File: src/hdl/qln_pkg.sv
// Package for the quorum lock node: message codes, payload structs and sizes.
// No dependencies.
`timescale 1ns / 1ps
package qln_pkg;
	localparam int QUEUE_DEPTH_DEF = 32;
	localparam int NODE_COUNT_DEF  = 32;
	localparam int KEY_W = 37;
	localparam logic [5:0] QUORUM_RESET = 6'd7;

	typedef enum logic [2:0] {
		OP_REQUEST    = 3'd0,
		OP_LOCKED     = 3'd1,
		OP_INQUIRE    = 3'd2,
		OP_RELEASE    = 3'd3,
		OP_RELINQUISH = 3'd4,
		OP_FAILED     = 3'd5,
		OP_START      = 3'd6,
		OP_NONE       = 3'd7
	} op_t;

	localparam logic [1:0] MSG_LOCKED     = 2'd0;
	localparam logic [1:0] MSG_FAILED     = 2'd1;
	localparam logic [1:0] MSG_INQUIRE    = 2'd2;
	localparam logic [1:0] MSG_RELINQUISH = 2'd3;

	typedef struct packed {
		logic [2:0]  op;
		logic [4:0]  sender_node;
		logic [31:0] request_stamp;
	} in_word_t;

	typedef struct packed {
		logic        send_valid;
		logic [1:0]  send_type;
		logic [4:0]  send_dest;
		logic [5:0]  votes_held;
		logic        lock_acquired;
		logic        queue_overflow;
	} out_word_t;

	typedef enum logic [2:0] {
		ST_IDLE,
		ST_SCAN,
		ST_DECIDE,
		ST_OUT
	} state_t;
endpackage

File: src/hdl/qln_ram.sv
// Generic single-port-write, single-read RAM with registered read data.
// No dependencies.
`timescale 1ns / 1ps
module qln_ram #(
	parameter int WIDTH = 8,
	parameter int DEPTH = 32
) (
	input  logic                     clk,
	input  logic                     we,
	input  logic [$clog2(DEPTH)-1:0] waddr,
	input  logic [WIDTH-1:0]         wdata,
	input  logic [$clog2(DEPTH)-1:0] raddr,
	output logic [WIDTH-1:0]         rdata
);
	logic [WIDTH-1:0] mem [DEPTH];

	always_ff @(posedge clk) begin
		if (we)
			mem[waddr] <= wdata;
		rdata <= mem[raddr];
	end
endmodule

File: src/hdl/quorum_lock_node_unit.sv
// Top level of the quorum lock node: voter and requester control around the wait-set RAM.
// Depends on qln_pkg and qln_ram.
`timescale 1ns / 1ps
// One node of quorum mutual exclusion. Each input word is one received message and yields
// exactly one output word. From a valid sender, request (while the lock is granted), release
// and relinquish sweep the wait-set RAM one slot a cycle through its single read port; their
// result is formed in a decide state after the sweep. Other messages retire in the scan state.
// One word is worked on at a time: the output register holds a result until taken, and the next
// word is accepted only in the idle cycle after it leaves, so a new word is never taken before
// the last result has gone.
// Wait-set slots carry valid bits in flip-flops, so no clearing pass follows reset.
module quorum_lock_node_unit
	import qln_pkg::*;
#(
	parameter int QUEUE_DEPTH = QUEUE_DEPTH_DEF,
	parameter int NODE_COUNT  = NODE_COUNT_DEF
) (
	input  logic      clk,
	input  logic      arst_n,
	input  logic      in_valid,
	output logic      in_ready,
	input  in_word_t  in_data,
	output logic      out_valid,
	input  logic      out_ready,
	output out_word_t out_data,
	input  logic      cfg_we,
	input  logic [5:0] cfg_wdata
);
	localparam int AW = $clog2(QUEUE_DEPTH);
	localparam int CW = $clog2(QUEUE_DEPTH + 1);

	state_t state_q, state_d;
	in_word_t req_q;
	logic [5:0] quorum_q, votes_q;
	logic failed_q, hvalid_q;
	logic [KEY_W-1:0] hkey_q;
	logic [QUEUE_DEPTH-1:0] wvalid_q;
	logic [CW-1:0] cnt_q;
	logic scan_s1;
	logic [AW-1:0] slot_s1;
	logic best_found_q, beaten_q, free_found_q;
	logic [AW-1:0] best_slot_q, free_slot_q;
	logic [KEY_W-1:0] best_key_q;
	out_word_t out_q;

	logic ram_we;
	logic [AW-1:0] ram_waddr, ram_raddr;
	logic [KEY_W-1:0] ram_wdata, ram_rdata;

	qln_ram #(.WIDTH(KEY_W), .DEPTH(QUEUE_DEPTH)) u_wait (
		.clk(clk), .we(ram_we), .waddr(ram_waddr), .wdata(ram_wdata),
		.raddr(ram_raddr), .rdata(ram_rdata)
	);

	logic [KEY_W-1:0] new_key;
	logic sender_ok, is_scan_op;
	assign new_key = {req_q.request_stamp, req_q.sender_node};
	assign sender_ok = {4'b0000, req_q.sender_node} < 9'(NODE_COUNT);
	assign is_scan_op = sender_ok && (req_q.op == OP_REQUEST || req_q.op == OP_RELEASE ||
		req_q.op == OP_RELINQUISH) && !(req_q.op == OP_REQUEST && !hvalid_q);
	assign ram_raddr = cnt_q[AW-1:0];
	assign in_ready = (state_q == ST_IDLE);
	assign out_valid = (state_q == ST_OUT);
	assign out_data = out_q;

	always_ff @(posedge clk or negedge arst_n) begin
		if (!arst_n)
			state_q <= ST_IDLE;
		else
			state_q <= state_d;
	end

	always_comb begin
		state_d = state_q;
		unique case (state_q)
			ST_IDLE:   if (in_valid) state_d = ST_SCAN;
			ST_SCAN:   if (!is_scan_op || (!scan_s1 && cnt_q == CW'(QUEUE_DEPTH)))
				state_d = is_scan_op ? ST_DECIDE : ST_OUT;
			ST_DECIDE: state_d = ST_OUT;
			ST_OUT:    if (out_ready) state_d = ST_IDLE;
			default:   state_d = ST_IDLE;
		endcase
	end

	// scan issue: one read per cycle, compare in the next cycle
	always_ff @(posedge clk or negedge arst_n) begin
		if (!arst_n) begin
			cnt_q <= '0;
			scan_s1 <= 1'b0;
		end else begin
			scan_s1 <= 1'b0;
			if (state_q == ST_IDLE)
				cnt_q <= '0;
			else if (state_q == ST_SCAN && is_scan_op && cnt_q < CW'(QUEUE_DEPTH)) begin
				scan_s1 <= 1'b1;
				cnt_q <= cnt_q + 1'b1;
			end
		end
	end

	always_ff @(posedge clk) begin
		slot_s1 <= ram_raddr;
		if (state_q == ST_IDLE && in_valid)
			req_q <= in_data;
		if (state_q == ST_IDLE) begin
			best_found_q <= 1'b0;
			free_found_q <= 1'b0;
			beaten_q <= hvalid_q && (hkey_q < {in_data.request_stamp, in_data.sender_node});
		end else if (scan_s1) begin
			if (wvalid_q[slot_s1]) begin
				if (ram_rdata < new_key)
					beaten_q <= 1'b1;
				if (!best_found_q || ram_rdata < best_key_q) begin
					best_found_q <= 1'b1;
					best_key_q <= ram_rdata;
					best_slot_q <= slot_s1;
				end
			end else if (!free_found_q) begin
				free_found_q <= 1'b1;
				free_slot_q <= slot_s1;
			end
		end
	end

	// decide and retire: state update, RAM write-back, result word
	out_word_t res;
	logic nhv, nfail, nwv_set, nwv_clr;
	logic [KEY_W-1:0] nhk;
	logic [5:0] nvotes;
	always_comb begin
		res = '0;
		nhv = hvalid_q;
		nhk = hkey_q;
		nvotes = votes_q;
		nfail = failed_q;
		ram_we = 1'b0;
		ram_waddr = free_slot_q;
		ram_wdata = new_key;
		nwv_set = 1'b0;
		nwv_clr = 1'b0;
		if (sender_ok) begin
			unique case (req_q.op)
				OP_REQUEST: begin
					res.send_valid = 1'b1;
					if (!hvalid_q) begin
						nhv = 1'b1;
						nhk = new_key;
						res.send_dest = req_q.sender_node;
					end else if (!free_found_q) begin
						res.queue_overflow = 1'b1;
						res.send_type = MSG_FAILED;
						res.send_dest = req_q.sender_node;
					end else begin
						ram_we = state_q == ST_DECIDE;
						nwv_set = 1'b1;
						res.send_type = beaten_q ? MSG_FAILED : MSG_INQUIRE;
						res.send_dest = beaten_q ? req_q.sender_node : hkey_q[4:0];
					end
				end
				OP_LOCKED: if (votes_q != 6'd63) nvotes = votes_q + 6'd1;
				OP_INQUIRE: if (failed_q) begin
					if (votes_q != 6'd0) nvotes = votes_q - 6'd1;
					res.send_valid = 1'b1;
					res.send_type = MSG_RELINQUISH;
					res.send_dest = req_q.sender_node;
				end
				OP_RELEASE, OP_RELINQUISH: begin
					if (req_q.op == OP_RELINQUISH && hvalid_q) begin
						res.send_valid = 1'b1;
						if (best_found_q && best_key_q < hkey_q) begin
							nhk = best_key_q;
							ram_we = state_q == ST_DECIDE;
							ram_waddr = best_slot_q;
							ram_wdata = hkey_q;
						end
						res.send_dest = nhk[4:0];
					end else if (best_found_q) begin
						nhv = 1'b1;
						nhk = best_key_q;
						nwv_clr = 1'b1;
						res.send_valid = 1'b1;
						res.send_dest = best_key_q[4:0];
					end else begin
						nhv = 1'b0;
						nhk = '0;
					end
				end
				OP_FAILED: nfail = 1'b1;
				OP_START:  nvotes = 6'd0;
				default: ;
			endcase
		end
		res.votes_held = nvotes;
		res.lock_acquired = nvotes >= quorum_q;
	end

	logic retire;
	assign retire = (state_q == ST_DECIDE) || (state_q == ST_SCAN && !is_scan_op);

	always_ff @(posedge clk or negedge arst_n) begin
		if (!arst_n) begin
			quorum_q <= QUORUM_RESET;
			votes_q <= '0;
			failed_q <= 1'b0;
			hvalid_q <= 1'b0;
			hkey_q <= '0;
			wvalid_q <= '0;
		end else begin
			if (cfg_we)
				quorum_q <= cfg_wdata;
			if (retire) begin
				votes_q <= nvotes;
				failed_q <= nfail;
				hvalid_q <= nhv;
				hkey_q <= nhk;
				if (nwv_set) wvalid_q[free_slot_q] <= 1'b1;
				if (nwv_clr) wvalid_q[best_slot_q] <= 1'b0;
			end
		end
	end

	always_ff @(posedge clk)
		if (retire)
			out_q <= res;
endmodule
File: config.mk
export PLATFORM = sky130hd
export DESIGN_NAME = quorum_lock_node_unit
export DESIGN_NICKNAME = d
export VERILOG_FILES = /design/src/hdl/qln_pkg.sv /design/src/hdl/qln_ram.sv /design/src/hdl/quorum_lock_node_unit.sv
export SDC_FILE = /design/constraint.sdc
export NUM_CORES = 2
export LEC_CHECK = 0
export BUFFER_PORTS_ARGS = -buffer_cell sky130_fd_sc_hd__buf_2
export CORE_ASPECT_RATIO = 1.75
export CORE_UTILIZATION = 40
export CTS_CLUSTER_SIZE = 24
export DETAILED_ROUTE_END_ITERATION = 7
export PLACE_DENSITY = 0.55
export SKIP_LAST_GASP = 1
export SLEW_MARGIN = 20
export SYNTH_ARGS = -nofsm -noshare
export SYNTH_HDL_FRONTEND = slang
export SYNTH_SLANG_ARGS = --single-unit
File: constraint.sdc
create_clock -name clk -period 14.64 [get_ports clk]
set_clock_uncertainty 0.2 [all_clocks]
set_input_delay 1.464 -clock clk [delete_from_list [all_inputs] [get_ports clk]]
set_output_delay 1.464 -clock clk [all_outputs]
set_load 0.1 [all_outputs]
* Yosys cells after proc, flatten, opt, wreduce, memory -nomap -nowiden
Memory sizes are Yosys's and may differ from the RTL's. A register that Yosys moved wholly into a read port is not among the register bits. Cells that the tools add are included.
Storage, ports and cells: latch bits 0, flip-flop bits (word level) 204, memory bits (writable) 1184, logic and storage cells 171, output and inout bits 18, memories kept 1, bits in read-only memories 0
Operators by class: shift-type cells 0, multiply operators 0, bitwise logic cells 6, add/subtract/negate cells 3, eq/ne operators 17, mux-type cells 65, $lt $le $gt $ge 11, divide/modulo/power cells 0, reduce and logical (&&, ||, !) cells 42
Memory list:
- u_wait.mem | depth 32, bits a word 37, read ports 1, clocked after Yosys merged registers in 1, wr ports 1, RTL line qln_ram.sv:15 | logic [WIDTH-1:0] mem [DEPTH];
Operator list (count):
- two-way mux 37 bit | 7
- less-than comparator 37 bit | 4
- two-way mux 32 bit | 3
- case mux 37 bit (2 select lines) | 1
- two-way mux 5 bit | 7
- AND 32 bit | 1
- NOT 32 bit | 1
- OR 32 bit | 1
- two-way mux 6 bit | 5
- two-way mux 1 bit | 25
- less-than comparator 5 x 6 -> 1 bit (second input constant) | 3
- case mux 6 bit (3 select lines) | 1
- case mux 5 bit (3 select lines) | 1
- AND reduction 3 bit | 5
- adder 6 x 1 -> 6 bit (second input constant) | 2
- equality test 3 x 2 -> 1 bit (second input constant) | 4
- logical AND 1 bit | 12
- case mux 3 bit (4 select lines) | 1
- AND reduction 4 bit | 3
- demux 1 bit (select 5 bit) | 2
- greater-or-equal comparator 5 x 1 -> 1 bit (second input constant) | 2
- nonzero test 2 bit | 5
- equality test 3 bit (second input constant) | 3
- two-way mux 3 bit | 3
- other kinds (23) | 42

* Depth between registers and ports, before layout
depth after elaboration 10, depth in mapped cells 14

* By module
Synthesis repeated with hierarchy kept, for this count alone.
Unflattened totals: cells, all modules 3795, area, all modules 59497.1 um^2
By module, submodules not included:
- qln_ram | times used 1, seq. area each 36294.8 um^2, area an instance 46847.4 um^2, cells each 2605
- quorum_lock_node_unit | times used 1, seq. area each 5569.1 um^2, area an instance 12649.6 um^2, cells each 1190

* Worst setup path before layout
No wires, ideal clock.
kind register to register, start register hkey_q[28], end memory u_wait.mem[27][0] (netlist name) (enable), arrival 3.989 ns, cell stages (with the launch flop) 11, setup slack 10.007 ns, setup time 0.444 ns, path through dfrtp_1 -> inv_1 -> ha_1 -> a211oi_1 -> o21ai_1 -> o221ai_1 -> o2111ai_1 -> nor3_2 -> buf_2 -> nand2_2 -> a21oi_1
On the way: longest elaborated chain between the ends 7, elaborated cells between the ends (all ways) 10
Ends and longest elaborated chain:
- from (decl) | RTL line quorum_lock_node_unit.sv:36 | logic [KEY_W-1:0] hkey_q;
- from (signal assigned) | RTL line quorum_lock_node_unit.sv:215 | hkey_q <= nhk;
- less-than comparator 37 bit (*) | RTL line quorum_lock_node_unit.sv:170 | if (best_found_q && best_key_q < hkey_q) begin
- logical AND 1 bit (*) | RTL line quorum_lock_node_unit.sv:170
- two-way mux 1 bit | RTL line quorum_lock_node_unit.sv:170
- two-way mux 1 bit | RTL line quorum_lock_node_unit.sv:168 | if (req_q.op == OP_RELINQUISH && hvalid_q) begin
- case mux 1 bit (2 select lines) | RTL line quorum_lock_node_unit.sv:142 | unique case (req_q.op)
- two-way mux 1 bit | RTL line qln_ram.sv:18 | if (we)
- two-way mux 1 bit (not written as such) | RTL line qln_ram.sv:19 | mem[waddr] <= wdata;
- to (decl) | RTL line qln_ram.sv:15
Mark *: on every way between the ends. The rest lies on a longest branch, timed or not.

* Worst setup path after layout
start register hkey_q[14], end memory u_wait.mem[26][19] (netlist name) (enable)
The elaborated chain is that of the path after synthesis.

==> impl_table.tex <==
\begin{tabular}{lr}
\hline
Metric & Value \\
\hline
\multicolumn{2}{l}{\textbf{Worst setup path}} \\
Cell type group with the largest total delay on the critical path & buffers and inverters \\
Number of logic stages on the critical path including buffering & 12 \\
Cell seen most often among critical-path stages & sky130\_fd\_sc\_hd\_\_buf\_4 \\
Required time at the endpoint of the critical path & 14.80 ns \\
Category of the critical setup timing path & reg -> reg \\
Kind of start point of the critical path & flop \\
Critical path cell sequence & inv\_1 > ha\_1 > a21oi\_1 > o21ai\_1 > a221oi\_1 > o2111ai\_1 > nor3\_4 > buf\_4 > buf\_4 > nand2\_1 > a21oi\_4 > buf\_4 \\
Reg2Reg Depth & 12 \\
Worst path bufs/invs & 4 \\
Critical Path Fanout Max & 46 \\
Type of element capturing the critical path & flop \\
Slowest stage cell on the critical path & sky130\_fd\_sc\_hd\_\_buf\_4 \\
Max incr delay on CP & 0.63 ns \\
Crit path arrival time & 5.38 ns \\
\multicolumn{2}{l}{\textbf{Floorplan}} \\
Die span in x & 290 um \\
I/O pins & 69 \\
Height of the die & 507 um \\
Area of the die & 0.147 mm\^{}2 \\
Initial cell density of the core & 40.4\% \\
\# rows & 184 \\
Core area & 0.144 mm\^{}2 \\
\multicolumn{2}{l}{\textbf{STA}} \\
Crit share post-route & 35.6\% \\
Post-layout min period & 5.22 ns \\
Achievable Freq & 0.192 GHz \\
Count of endpoints failing hold in the final timing report & 0 \\
Final setup viols & 0 \\
Total negative slack & 0 ns \\
Slew Limit Fails & 0 \\
Max\_slew headroom & 21.8\% \\
Worst slew pin tran & 1.17 ns \\
Setup repair after global routing missed its margin & false \\
\multicolumn{2}{l}{\textbf{Yosys}} \\
Gate count of the mapped netlist & 3005 \\
Dominant synthesized flop cell & sky130\_fd\_sc\_hd\_\_edfxtp\_1 \\
Post-synth net total & 3215 \\
Yosys reg bits & 1424 \\
Synth warn & 0 \\
Fraction of the yosys area taken by sequential cells & 71.9\% \\
Async set-reset flop share out of synthesis & 6.46\% \\
Post-synth design cell area & 0.0582 mm\^{}2 \\
Unique cell type count in the Yosys netlist & 67 \\
Post-Syn Area per Cell & 19.4 um\^{}2 \\
Number of synthesized flops with an enable pin & 1288 \\
\multicolumn{2}{l}{\textbf{Clock tree}} \\
Clock tree from TritonCTS & yes \\
Number of levels in the clock H-tree & 4 \\
Maximum buffer depth of the clock tree & 3 \\
Clock sink total & 1424 \\
CTS Root Cell & sky130\_fd\_sc\_hd\_\_clkbuf\_16 \\
Clock transition at path regs & 0.06 ns \\
Clock latency at the later pin of the worst-skew pair & 0.75 ns \\
Number of instances resized during post-cts repair & 0 \\
Post CTS Setup Buffer Count & 0 \\
CTS buffer count & 130 \\
Cts hold-fix bufs & 0 \\
\multicolumn{2}{l}{\textbf{Global routing}} \\
Global-route wire length before repair & 229000 um \\
Initial antenna violation count & 8 \\
Pin count of the biggest net entering global routing & 138 \\
Number of global-route vias before repair & 31725 \\
Total global routing overflow & 0 \\
All-layer global routing usage & 21.8\% \\
\multicolumn{2}{l}{\textbf{Power and ir drop}} \\
Leak & 0.0217 uW \\
Worst IR drop on VDD & 112 uV \\
Pwr Density & 153 mW/mm\^{}2 \\
Total power after layout & 10100 uW \\
\multicolumn{2}{l}{\textbf{Placed design}} \\
Routability cong. & 0.876 \\
Post-detail-place hpwl & 88800 um \\
Placed instance count & 4882 \\
Number of port buffers & 68 \\
\multicolumn{2}{l}{\textbf{Flow run}} \\
Number of maximum-capacitance violations & 0 \\
\multicolumn{2}{l}{\textbf{Routing}} \\
Via density per instance & 5.84 \\
Total met2 wirelength after detailed routing & 82200 um \\
Average detailed-routed wire length per instance & 31.0 um \\
DRC violation count after routing & 0 \\
Amount of wire on met3 after detailed routing & 8330 um \\
Starting DRC count in detailed routing & 3011 \\
M1 wire length & 61800 um \\
Drt first pass iters & 6 \\
Number of vias in the routed layout & 29876 \\
Total Wirelength & 159000 um \\
Highest routed metal layer & met5 \\
Antenna viol nets, final & 0 \\
\multicolumn{2}{l}{\textbf{Hold path}} \\
Cells on Worst Hold Path & 0 \\
Class of the tightest hold or removal check & reg -> reg \\
\multicolumn{2}{l}{\textbf{Outcome}} \\
Run status & finished, final reports clean \\
\multicolumn{2}{l}{\textbf{Final layout}} \\
Synth-to-layout area growth & 12.9\% \\
Final instance count without filler cells & 5119 \\
Layout Nets & 3365 \\
Fraction of layout instances using a drive strength above 1 & 25.6\% \\
Final-layout fill cell count & 12060 \\
\hline
\end{tabular}
-- report_power, final --
part / total (uW) / internal (uW) / switching, uW
logic: 1810 / 735 / 1070
registers: 4860 / 4710 / 152
clock network: 3410 / 1890 / 1510
total: 10100 / 7330 / 2740
-- final timing paths --
check,startpoint,endpoint,slack (ns)
setup / recovery,hkey_q[14]$_DFFE_PN0P_,u_wait.mem[26][19]$_DFFE_PP_,9.42
hold / removal,u_wait.rdata[16]$_DFF_P_,best_key_q[16]$_DFFE_PP_,0.28
setup reg to reg,hkey_q[14]$_DFFE_PN0P_,u_wait.mem[26][19]$_DFFE_PP_,9.42
hold reg to reg,u_wait.rdata[16]$_DFF_P_,best_key_q[16]$_DFFE_PP_,0.28
max in group asynchronous,arst_n,cnt_q[0]$_DFFE_PN0P_,12.34
min in group asynchronous,arst_n,wvalid_q[10]$_DFFE_PN0P_,0.50
-- kinds of logic after synthesis --
logic type,Yosys count,synth area share [%]
buffers and inverters,303,2.22
flip-flops,1424,71.9
XOR/XNOR,4,0.0602
adder cells (fa/ha/maj),159,3.42
multiplexers,460,16.2
AO/OA/AOI/OAI,347,3.74
AND/OR/NAND/NOR,308,2.51
-- cell type report --
type | count | area (um^2) | share of cell area, %
Antenna cell | 3 | 7.51 | 0.0114
Clock buffer | 175 | 3550 | 5.39
Clock inverter | 58 | 628 | 0.955
Inverter | 171 | 642 | 0.976
Multi-Input combinational cell | 1278 | 15700 | 23.9
Sequential cell | 1424 | 41900 | 63.7
Tap cell | 1860 | 2330 | 3.54
Timing Repair Buffer | 150 | 1020 | 1.54
-- cell usage in the layout, fill, tap and decap left out, types with 31 or more instances in the layout --
cell	n
sky130_fd_sc_hd__mux2_2	44
sky130_fd_sc_hd__mux4_2	380
sky130_fd_sc_hd__ha_1	159
sky130_fd_sc_hd__dfxtp_1	44
sky130_fd_sc_hd__nor2_1	91
sky130_fd_sc_hd__buf_2	67
sky130_fd_sc_hd__o21ai_1	31
sky130_fd_sc_hd__inv_1	169
sky130_fd_sc_hd__a22oi_1	44
sky130_fd_sc_hd__mux2i_1	35
sky130_fd_sc_hd__buf_4	79
sky130_fd_sc_hd__o21ai_0	33
sky130_fd_sc_hd__a21oi_1	76
sky130_fd_sc_hd__nand2_1	98
sky130_fd_sc_hd__edfxtp_1	1288
sky130_fd_sc_hd__a21o_1	47
sky130_fd_sc_hd__clkbuf_16	133
sky130_fd_sc_hd__clkbuf_1	36
sky130_fd_sc_hd__dfrtp_1	84
-- cell usage after synthesis, types with 16 or more instances --
library cell / instances / area share, %
sky130_fd_sc_hd__dfxtp_1: 44 / 1.5
sky130_fd_sc_hd__ha_1: 159 / 3.4
sky130_fd_sc_hd__buf_2: 23 / 0.20
sky130_fd_sc_hd__clkbuf_1: 76 / 0.49
sky130_fd_sc_hd__mux4_2: 380 / 15
sky130_fd_sc_hd__mux2_2: 44 / 0.85
sky130_fd_sc_hd__nor2_1: 91 / 0.59
sky130_fd_sc_hd__nand3_1: 23 / 0.20
sky130_fd_sc_hd__o22ai_1: 36 / 0.39
sky130_fd_sc_hd__edfxtp_1: 1288 / 66
sky130_fd_sc_hd__a22oi_1: 44 / 0.57
sky130_fd_sc_hd__nand2_1: 98 / 0.63
sky130_fd_sc_hd__dfrtp_1: 89 / 3.8
sky130_fd_sc_hd__nand4_1: 26 / 0.28
sky130_fd_sc_hd__a21oi_1: 81 / 0.70
sky130_fd_sc_hd__inv_1: 169 / 1.1
sky130_fd_sc_hd__o21ai_0: 39 / 0.34
sky130_fd_sc_hd__o21ai_1: 42 / 0.36
sky130_fd_sc_hd__a21o_1: 47 / 0.61
sky130_fd_sc_hd__a31oi_1: 16 / 0.17
sky130_fd_sc_hd__mux2i_1: 35 / 0.60
-- per-stage QoR --
stage                     hold WS [ns]  util (%)  cell area, um^2  setup WS [ns]
after floorplan                  0.142         -            58200          10.01
after global placement           0.252      42.6            61400           9.61
after detailed placement         0.246      42.6            61400           9.58
after CTS                        0.282      45.5            65600           9.55
after global routing             0.309      45.6            65800           9.24
final                            0.283      45.6            65800           9.42
-- sequential cells by signal, summed over array words and instances (netlist names), 2 cells and up --
| name | cells |
|---|---|
| req_q | 3 |
| quorum_q | 6 |
| new_key | 37 |
| best_key_q | 37 |
| u_wait.rdata | 37 |
| slot_s1 | 5 |
| wvalid_q | 32 |
| best_slot_q | 5 |
| votes_q | 6 |
| u_wait.mem | 1184 |
| state_q | 2 |
| out_data | 16 |
| hkey_q | 37 |
| free_slot_q | 5 |
| cnt_q | 6 |
-- metal layers --
layer / vias to the layer above / GRT usage (%)
met3: 288 / 3.31
li1: 12501 / -
met1: 16097 / 27.1
met4: 6 / 8.77
met5: - / 0
met2: 984 / 38.1
Note: power is estimated with default switching activity, not from simulation.
